File: src/hw/rtl/vlan_tag_demux_mux_unit_assert.svh
// ----------------------------------------------------------------------------
// vlan tag demux/mux assertion macros
// concurrent assertion wrappers, compiled out when NO_ASSERTIONS is set
// ----------------------------------------------------------------------------
`ifndef VLAN_TAG_DEMUX_MUX_UNIT_ASSERT_SVH
`define VLAN_TAG_DEMUX_MUX_UNIT_ASSERT_SVH

`ifndef NO_ASSERTIONS
// same-cycle implication
`define VTDM_ASSERT_IMP(label, ante, cons) \
    label: assert property (@(posedge clk) disable iff (!rst_n) (ante) |-> (cons)) \
        else $error("vtdm assertion failed");
// next-cycle implication
`define VTDM_ASSERT_NXT(label, ante, cons) \
    label: assert property (@(posedge clk) disable iff (!rst_n) (ante) |=> (cons)) \
        else $error("vtdm assertion failed");
`else
`define VTDM_ASSERT_IMP(label, ante, cons)
`define VTDM_ASSERT_NXT(label, ante, cons)
`endif

`endif

File: src/hw/rtl/vtdm_pkg.sv
// ----------------------------------------------------------------------------
// vtdm_pkg
// shared codes, widths and types of the vlan tag demux/mux unit
// ----------------------------------------------------------------------------
package vtdm_pkg;

    localparam int FUNC_W   = 3;
    localparam int PORT_W   = 4;
    localparam int WORD_W   = 16;
    localparam int VID_W    = 12;
    localparam int DEST_W   = 2;
    localparam int EDIT_W   = 2;
    localparam int STAT_W   = 3;

    localparam int IN_DATA_W  = 56;
    localparam int IN_USER_W  = 4;
    localparam int OUT_DATA_W = 24;

    localparam logic [WORD_W-1:0] TPID_8021Q   = 16'h8100;
    localparam logic [WORD_W-1:0] VID_MASK     = 16'h0FFF;

    localparam logic [FUNC_W-1:0] FUNC_TRUNK   = 3'd0;
    localparam logic [FUNC_W-1:0] FUNC_NOMATCH = 3'd1;
    localparam logic [FUNC_W-1:0] FUNC_FILTER  = 3'd2;
    localparam logic [FUNC_W-1:0] FUNC_ADD     = 3'd3;
    localparam logic [FUNC_W-1:0] FUNC_DELETE  = 3'd4;
    localparam logic [FUNC_W-1:0] FUNC_READ    = 3'd5;

    localparam logic [DEST_W-1:0] DEST_TRUNK   = 2'd0;
    localparam logic [DEST_W-1:0] DEST_NOMATCH = 2'd1;
    localparam logic [DEST_W-1:0] DEST_FILTER  = 2'd2;
    localparam logic [DEST_W-1:0] DEST_NONE    = 2'd3;

    localparam logic [EDIT_W-1:0] EDIT_NONE    = 2'd0;
    localparam logic [EDIT_W-1:0] EDIT_STRIP   = 2'd1;
    localparam logic [EDIT_W-1:0] EDIT_INSERT  = 2'd2;

    localparam logic [STAT_W-1:0] STAT_OK          = 3'd0;
    localparam logic [STAT_W-1:0] STAT_INVALID     = 3'd1;
    localparam logic [STAT_W-1:0] STAT_NOT_FOUND   = 3'd2;
    localparam logic [STAT_W-1:0] STAT_EXISTS      = 3'd3;
    localparam logic [STAT_W-1:0] STAT_UNSUPPORTED = 3'd4;

    typedef struct packed {
        logic load_item;
        logic commit;
    } cmd_t;

    typedef struct packed {
        logic [DEST_W-1:0] dest;
        logic [PORT_W-1:0] dest_port;
        logic [EDIT_W-1:0] edit;
        logic [VID_W-1:0]  tag_out;
        logic [STAT_W-1:0] status;
    } result_t;

endpackage

File: src/hw/rtl/vlan_tag_demux_mux_unit.sv
// ----------------------------------------------------------------------------
// vlan_tag_demux_mux_unit
// 802.1q tag strip/insert decision with a per-port vlan filter table
// ----------------------------------------------------------------------------
// Each item is first registered, then its vlan id is compared in parallel
// against all filter entries for the decision and the table update. The
// result sits in an output register, so the next item is taken while a
// result still waits on m_axis_tready; a full output register stalls the
// decision step. One result per item, in order.
// ----------------------------------------------------------------------------
`include "vlan_tag_demux_mux_unit_assert.svh"

module vlan_tag_demux_mux_unit
    import vtdm_pkg::*;
#(
    parameter int FILTER_PORTS = 16
)
(
    input  logic                  clk,
    input  logic                  rst_n,
    input  logic                  s_axis_tvalid,
    output logic                  s_axis_tready,
    // port[3:0], vlan_request[19:4], outer_type[35:20], tag_control[51:36], zero pad
    input  logic [IN_DATA_W-1:0]  s_axis_tdata,
    // func[2:0], short_header[3]
    input  logic [IN_USER_W-1:0]  s_axis_tuser,
    output logic                  m_axis_tvalid,
    input  logic                  m_axis_tready,
    // dest[1:0], dest_port[5:2], edit[7:6], tag_out[19:8], status[22:20], zero pad
    output logic [OUT_DATA_W-1:0] m_axis_tdata
);

    cmd_t    cmd;
    result_t result;

    vtdm_ctrl u_ctrl (
        .clk       (clk),
        .rst_n     (rst_n),
        .in_valid  (s_axis_tvalid),
        .in_ready  (s_axis_tready),
        .out_valid (m_axis_tvalid),
        .out_ready (m_axis_tready),
        .cmd       (cmd)
    );

    vtdm_dpath #(
        .FILTER_PORTS (FILTER_PORTS)
    ) u_dpath (
        .clk          (clk),
        .rst_n        (rst_n),
        .cmd          (cmd),
        .func         (s_axis_tuser[2:0]),
        .port         (s_axis_tdata[3:0]),
        .vlan_request (s_axis_tdata[19:4]),
        .outer_type   (s_axis_tdata[35:20]),
        .tag_control  (s_axis_tdata[51:36]),
        .short_header (s_axis_tuser[3]),
        .result       (result)
    );

    assign m_axis_tdata = {1'b0, result.status, result.tag_out, result.edit,
                           result.dest_port, result.dest};

    // one item in flight: busy right after a transaction is taken
    `VTDM_ASSERT_NXT(a_busy_after_accept, s_axis_tvalid && s_axis_tready, !s_axis_tready)
    // with the output register empty the item passes the exec state unstalled, then its result shows
    `VTDM_ASSERT_IMP(a_result_latency, s_axis_tvalid && s_axis_tready && !m_axis_tvalid, ##2 m_axis_tvalid)
    // a stripped tag always goes to a filter port with status ok
    `VTDM_ASSERT_IMP(a_strip_to_filter, m_axis_tvalid && (m_axis_tdata[7:6] == EDIT_STRIP), (m_axis_tdata[1:0] == DEST_FILTER) && (m_axis_tdata[22:20] == STAT_OK))

endmodule

File: src/hw/rtl/vtdm_ctrl.sv
// ----------------------------------------------------------------------------
// vtdm_ctrl
// controller: input acceptance, decision commit and output valid tracking
// ----------------------------------------------------------------------------
module vtdm_ctrl
    import vtdm_pkg::*;
(
    input  logic clk,
    input  logic rst_n,
    input  logic in_valid,
    output logic in_ready,
    output logic out_valid,
    input  logic out_ready,
    output cmd_t cmd
);

    localparam logic S_IDLE = 1'b0;
    localparam logic S_EXEC = 1'b1;

    logic state_reg;
    logic state_next;
    logic out_valid_reg;
    logic out_valid_next;
    logic out_free;

    assign in_ready  = (state_reg == S_IDLE);
    assign out_valid = out_valid_reg;
    assign out_free  = !out_valid_reg || out_ready;

    always_comb
    begin
        cmd            = '0;
        state_next     = state_reg;
        out_valid_next = out_valid_reg && !out_ready;
        case (state_reg)
            S_IDLE:
            begin
                if (in_valid)
                begin
                    cmd.load_item = 1'b1;
                    state_next    = S_EXEC;
                end
            end
            S_EXEC:
            begin
                // hold the decision until the output register can take it
                if (out_free)
                begin
                    cmd.commit     = 1'b1;
                    out_valid_next = 1'b1;
                    state_next     = S_IDLE;
                end
            end
            default:
            begin
                state_next = S_IDLE;
            end
        endcase
    end

    always_ff @(posedge clk or negedge rst_n)
    begin
        if (!rst_n)
        begin
            state_reg     <= S_IDLE;
            out_valid_reg <= 1'b0;
        end
        else
        begin
            state_reg     <= state_next;
            out_valid_reg <= out_valid_next;
        end
    end

endmodule

File: src/hw/rtl/vtdm_dpath.sv
// ----------------------------------------------------------------------------
// vtdm_dpath
// datapath: item register, filter table, parallel vlan compare, result register
// ----------------------------------------------------------------------------
module vtdm_dpath
    import vtdm_pkg::*;
#(
    parameter int FILTER_PORTS = 16
)
(
    input  logic              clk,
    input  logic              rst_n,
    input  cmd_t              cmd,
    input  logic [FUNC_W-1:0] func,
    input  logic [PORT_W-1:0] port,
    input  logic [WORD_W-1:0] vlan_request,
    input  logic [WORD_W-1:0] outer_type,
    input  logic [WORD_W-1:0] tag_control,
    input  logic              short_header,
    output result_t           result
);

    // only ports reachable through the port field need storage
    localparam int STORE_N = (FILTER_PORTS < (1 << PORT_W)) ? FILTER_PORTS : (1 << PORT_W);
    localparam int IDX_W   = (STORE_N > 1) ? $clog2(STORE_N) : 1;

    logic [FUNC_W-1:0] func_reg;
    logic [PORT_W-1:0] port_reg;
    logic [WORD_W-1:0] vreq_reg;
    logic [WORD_W-1:0] etype_reg;
    logic [WORD_W-1:0] tci_reg;
    logic              short_reg;

    logic [STORE_N-1:0] active_reg;
    logic [VID_W-1:0]   vid_reg [STORE_N];

    result_t result_reg;
    result_t result_next;

    logic [VID_W-1:0]   key;
    logic [STORE_N-1:0] match;
    logic               hit_found;
    logic [IDX_W-1:0]   hit_idx;
    logic [IDX_W-1:0]   port_idx;
    logic               port_ok;
    logic               bound;
    logic [VID_W-1:0]   port_vid;
    logic               do_add;
    logic               do_delete;

    assign port_ok  = (int'(port_reg) < FILTER_PORTS);
    assign port_idx = port_reg[IDX_W-1:0];
    assign bound    = port_ok && active_reg[port_idx];
    assign port_vid = vid_reg[port_idx];

    // add looks up the requested id, trunk frames the tag's id
    assign key = (func_reg == FUNC_ADD) ? vreq_reg[VID_W-1:0] : tci_reg[VID_W-1:0];

    always_comb
    begin
        for (int i = 0; i < STORE_N; i++)
        begin
            match[i] = active_reg[i] && (vid_reg[i] == key);
        end
    end

    // lowest matching port wins
    always_comb
    begin
        hit_found = 1'b0;
        hit_idx   = '0;
        for (int i = STORE_N - 1; i >= 0; i--)
        begin
            if (match[i])
            begin
                hit_found = 1'b1;
                hit_idx   = IDX_W'(i);
            end
        end
    end

    always_comb
    begin
        result_next           = '0;
        result_next.dest      = DEST_NONE;
        result_next.dest_port = '0;
        result_next.edit      = EDIT_NONE;
        result_next.tag_out   = '0;
        result_next.status    = STAT_OK;
        do_add                = 1'b0;
        do_delete             = 1'b0;
        if ((func_reg inside {FUNC_TRUNK, FUNC_NOMATCH, FUNC_FILTER}) && short_reg)
        begin
            result_next.status = STAT_INVALID;
        end
        else
        begin
            case (func_reg)
                FUNC_TRUNK:
                begin
                    if ((etype_reg == TPID_8021Q) && hit_found)
                    begin
                        result_next.dest      = DEST_FILTER;
                        result_next.dest_port = PORT_W'(hit_idx);
                        result_next.edit      = EDIT_STRIP;
                    end
                    else
                    begin
                        result_next.dest = DEST_NOMATCH;
                    end
                end
                FUNC_NOMATCH:
                begin
                    result_next.dest = DEST_TRUNK;
                end
                FUNC_FILTER:
                begin
                    if (bound)
                    begin
                        result_next.dest    = DEST_TRUNK;
                        result_next.edit    = EDIT_INSERT;
                        result_next.tag_out = port_vid;
                    end
                    else
                    begin
                        result_next.status = STAT_UNSUPPORTED;
                    end
                end
                FUNC_ADD:
                begin
                    if ((vreq_reg & ~VID_MASK) != '0)
                    begin
                        result_next.status = STAT_INVALID;
                    end
                    else if (!port_ok)
                    begin
                        result_next.status = STAT_NOT_FOUND;
                    end
                    else if (bound || hit_found)
                    begin
                        result_next.status = STAT_EXISTS;
                    end
                    else
                    begin
                        do_add = 1'b1;
                    end
                end
                FUNC_DELETE:
                begin
                    if (bound)
                    begin
                        do_delete = 1'b1;
                    end
                    else
                    begin
                        result_next.status = STAT_NOT_FOUND;
                    end
                end
                FUNC_READ:
                begin
                    if (bound)
                    begin
                        result_next.tag_out = port_vid;
                    end
                    else
                    begin
                        result_next.status = STAT_NOT_FOUND;
                    end
                end
                default:
                begin
                    result_next.status = STAT_INVALID;
                end
            endcase
        end
    end

    always_ff @(posedge clk)
    begin
        if (cmd.load_item)
        begin
            func_reg  <= func;
            port_reg  <= port;
            vreq_reg  <= vlan_request;
            etype_reg <= outer_type;
            tci_reg   <= tag_control;
            short_reg <= short_header;
        end
        if (cmd.commit)
        begin
            result_reg <= result_next;
        end
        if (cmd.commit && do_add)
        begin
            vid_reg[port_idx] <= vreq_reg[VID_W-1:0];
        end
    end

    always_ff @(posedge clk or negedge rst_n)
    begin
        if (!rst_n)
        begin
            active_reg <= '0;
        end
        else if (cmd.commit && (do_add || do_delete))
        begin
            active_reg[port_idx] <= do_add;
        end
    end

    assign result = result_reg;

endmodule
File: config.mk
export PLATFORM = sky130hd
export DESIGN_NAME = vlan_tag_demux_mux_unit
export DESIGN_NICKNAME = d
export VERILOG_FILES = /design/src/hw/rtl/vtdm_pkg.sv /design/src/hw/rtl/vlan_tag_demux_mux_unit.sv /design/src/hw/rtl/vtdm_ctrl.sv /design/src/hw/rtl/vtdm_dpath.sv
export VERILOG_INCLUDE_DIRS = /design/src /design/src/hw/rtl
export SDC_FILE = /design/constraint.sdc
export NUM_CORES = 1
export LEC_CHECK = 0
export ABC_AREA = 1
export BUFFER_PORTS_ARGS = -buffer_cell sky130_fd_sc_hd__buf_2
export CORE_AREA = 2 2 161 242
export CTS_CLUSTER_DIAMETER = 120
export DETAILED_ROUTE_END_ITERATION = 16
export DIE_AREA = 0 0 163 244
export GPL_TIMING_DRIVEN = 0
export SLEW_MARGIN = 20
export SYNTH_ARGS = -nofsm -noshare
export SYNTH_HDL_FRONTEND = slang
export SYNTH_SLANG_ARGS = --single-unit
File: constraint.sdc
create_clock -name clk -period 3.6 [get_ports clk]
set_input_delay 0.36 -clock clk [delete_from_list [all_inputs] [get_ports clk]]
set_output_delay 0.36 -clock clk [all_outputs]
set_load 0.05 [all_outputs]
==> summary.md <==
| Metric | Value |
|---|---|
| Leak Pwr | ~7.6 nW |
| Register area share after synthesis | 57.2% |
| Cells after Synth | approximately 1500 |
| Die area | between 30000 and 40000 µm² |
| Crit. End Element | register |
| Vias | about 14000 |
| Pwr/cell area | a little over 600 nW/µm² |
| Placed cell areas | about 16000 µm² |
| Core footprint | about 38000 µm² |
| Post-synth EDFFs | 267 |
| Fin Clk Skew | 22.4 ps |
| Syn_nets | approximately 1600 |
| Max reg flops | between 150 and 200 |
| Avg Inst Size Synth | 9.65 µm² |
| CTS tree | yes |
| Dpl cells | approximately 2100 |
| Max_slew headroom | roughly two fifths |
| Root Buffer | clkbuf_16 |
| Post-Layout Cell Count | approximately 2300 |
| Clk slew on worst S/H paths | about 60 ps |
| Final count of hold timing violations | 0 |
| GR Util All Layers | between 30% and 40% |
| Initial DRC count | ~1600 |
| Slew Limit Fails | 0 |
| Row count | slightly below 90 |
| Cell Area, Synth | 14900 µm² |
| Post-route cell area | slightly below 20000 µm² |
| Final setup vio count | 0 |
| Clock buffer depth | 3 |
| Final wirelength | 70700 µm |
| Worst skew pair latency | ~600 ps |
| R2R Setup Slk | ~23 ps |
| Peak supply drop | 0.579 mV |
| Synth-to-layout area growth | 30.1% |
| TritonRoute pass-1 iters | 5 |
| TritonCTS Buffers | 30 |
| Final period util | 99.4% |
| Nets | 1882 |
| Die Width | between 150 and 200 µm |
| Final WS setup | 23.4 ps |
| Largest net degree at the start of global routing | 31 |
| First-pass GRT wire length | around 95000 µm |
| Fin crit period | approximately 3600 ps |
| Share of layout cells above drive strength 1 | between 15 and 20% |
| Async SR Flop Fraction | 6.23% |
| Area of the multi-input gates | between 5000 and 6000 µm² |
| Die Y | 244 µm |
| Setup CP Type | register to register |
| Initial Util | approximately two fifths |
| Port bufs | 80 |
| Top FF cell, synth | edfxtp_1 |
| Worst-path fanout max | 10 |
| FF/Latch Area | approximately 8500 µm² |
| Worst slew pin tran | 914 ps |
| ANT nets after route | 0 |
| Outcome | finished, final reports clean |
| Placer congestion estimate | around 1.0 |
| WL/cell | around 30 µm |
| FILL cells | 3390 |
| DP HPWL | between 40000 and 50000 µm |
| Clk sinks | approximately 290 |
| Top achievable clock speed | around 0.28 GHz |
| H-tree Lvls | 1 |
| Crit start category | register |
| Vias in the first global route | 13000 |
| Warnings from Yosys | 0 |
| Grt ovf | 0 |
| Initial antenna violation count | 0 |
| Hold_sp | m_axis_tready |
| Max cap viols | 0 |
| Synth unique cells | 53 |
| Min-delay worst type | input port to register |
| Crit path DAT | about 3800 ps |
| Ports | 90 |
| Remaining DRCs | 0 |
| CP required | between 3000 and 4000 ps |
| N_diodes | 0 |
| Worst slack, placed | -1360 ps |
| Vias/cell | 5.81 |
| Seq cells post-synth | around 290 |
==> path summary, 6_finish.rpt <==
check	cells past startpoint	to
min reg2reg	2	u_dpath.active_reg[2]
min in group asynchronous	2	u_dpath.active_reg[2]
max reg2reg	8	u_dpath.result[11]
max	8	u_dpath.result[11]
min	4	u_ctrl.out_valid
max in group asynchronous	2	u_dpath.active_reg[11]
==> layer usage <==
layer	track usage [%]	wire [µm]	up-vias	share of wire, %
li1	-	-	5925	-
met5	0	0	-	0
met2	58.1	33800	785	48
met1	40.4	24400	6575	35
met3	4.43	5270	248	7.4
met4	27.5	7160	0	10
==> power breakdown <==
group          leakage [nW]  internal, W  switching [W]
Sequential             2.72      0.00402       0.000120
Combinational          4.46      0.00137        0.00324
Clock                 0.449      0.00162        0.00140
Total                  7.63      0.00700        0.00476
==> layout by cell type, fill, tap and decap left out, types with 45 or more instances in the layout <==
cell           instances
a21oi_1               80
buf_12                45
buf_2                 81
buf_4                 54
dlygate4sd3_1         53
edfxtp_1             267
inv_1                153
nand2_1              288
nand3_1               82
nor2_1               102
o21ai_0              143
xor2_1                54
==> area by class of cell <==
| cell class | count | share of cell area (%) |
|---|---|---|
| buffer | 74 | 3.37 |
| tap | 489 | 3.15 |
| timing repair buffer | 239 | 12.3 |
| clock inverter | 16 | 0.579 |
| sequential | 289 | 44.0 |
| clock buffer | 40 | 4.22 |
| inverter | 158 | 3.10 |
| multi-input combinational | 1026 | 29.3 |
==> synthesized netlist by cell type, types with 8 or more instances <==
cell,count,area (µm²)
nand3_1,83,415
dfrtp_1,18,450
clkbuf_1,37,139
nand2_1,304,1140
a22oi_1,8,60.1
buf_4,13,97.6
nor2_1,114,428
edfxtp_1,267,8020
nand4_1,21,131
o22ai_1,30,188
nor3_1,22,110
nand2_2,28,175
o211ai_1,19,143
a21oi_1,80,400
buf_6,15,169
nor2_4,12,135
inv_1,154,578
xor2_1,57,499
o21ai_1,16,80.1
o21ai_0,151,756
nor4_1,14,87.6
a211oi_1,14,105
==> what timing repair did <==
action,in CTS,in global routing
pin swaps,18,30
endpoints found under the hold margin,71,0
gates resized for setup,37,109
hold buffers,53,0
gates cloned,0,9
setup buffers,53,36
endpoints found under the setup margin,217,207
==> logic make-up after synthesis <==
group | Yosys count | synth area share, %
flops | 289 | 57.2
simple gates | 619 | 18.7
compound gates | 343 | 13.1
xor+xnor | 63 | 3.79
other cells | 1 | 0.0251
buf+inv | 232 | 7.12
==> worst max-delay path, stage by stage, from the launching register on <==
cell and delay (ps):
dfxtp_1 290, clkbuf_1 180, inv_1 170, clkbuf_1 710
clkbuf_1 520, o21ai_0 320, nand3_1 190, nand3_1 100
a211oi_1 770
==> through the flow <==
| step | hold slack (ps) | util (%) | total power (W) | TNS [ps] |
|---|---|---|---|---|
| floorplan | 64.4 | - | 0.00624 | 0 |
| global placement | 341 | 42.5 | 0.00784 | -314410 |
| detailed placement | 352 | 43.0 | 0.00794 | -217310 |
| CTS | 27.9 | 49.1 | 0.0112 | 0 |
| global route | 82.8 | 51.8 | 0.0121 | -3440 |
| finish | 46.4 | 51.8 | 0.0118 | 0 |
Power figures use the tool's default switching activity.
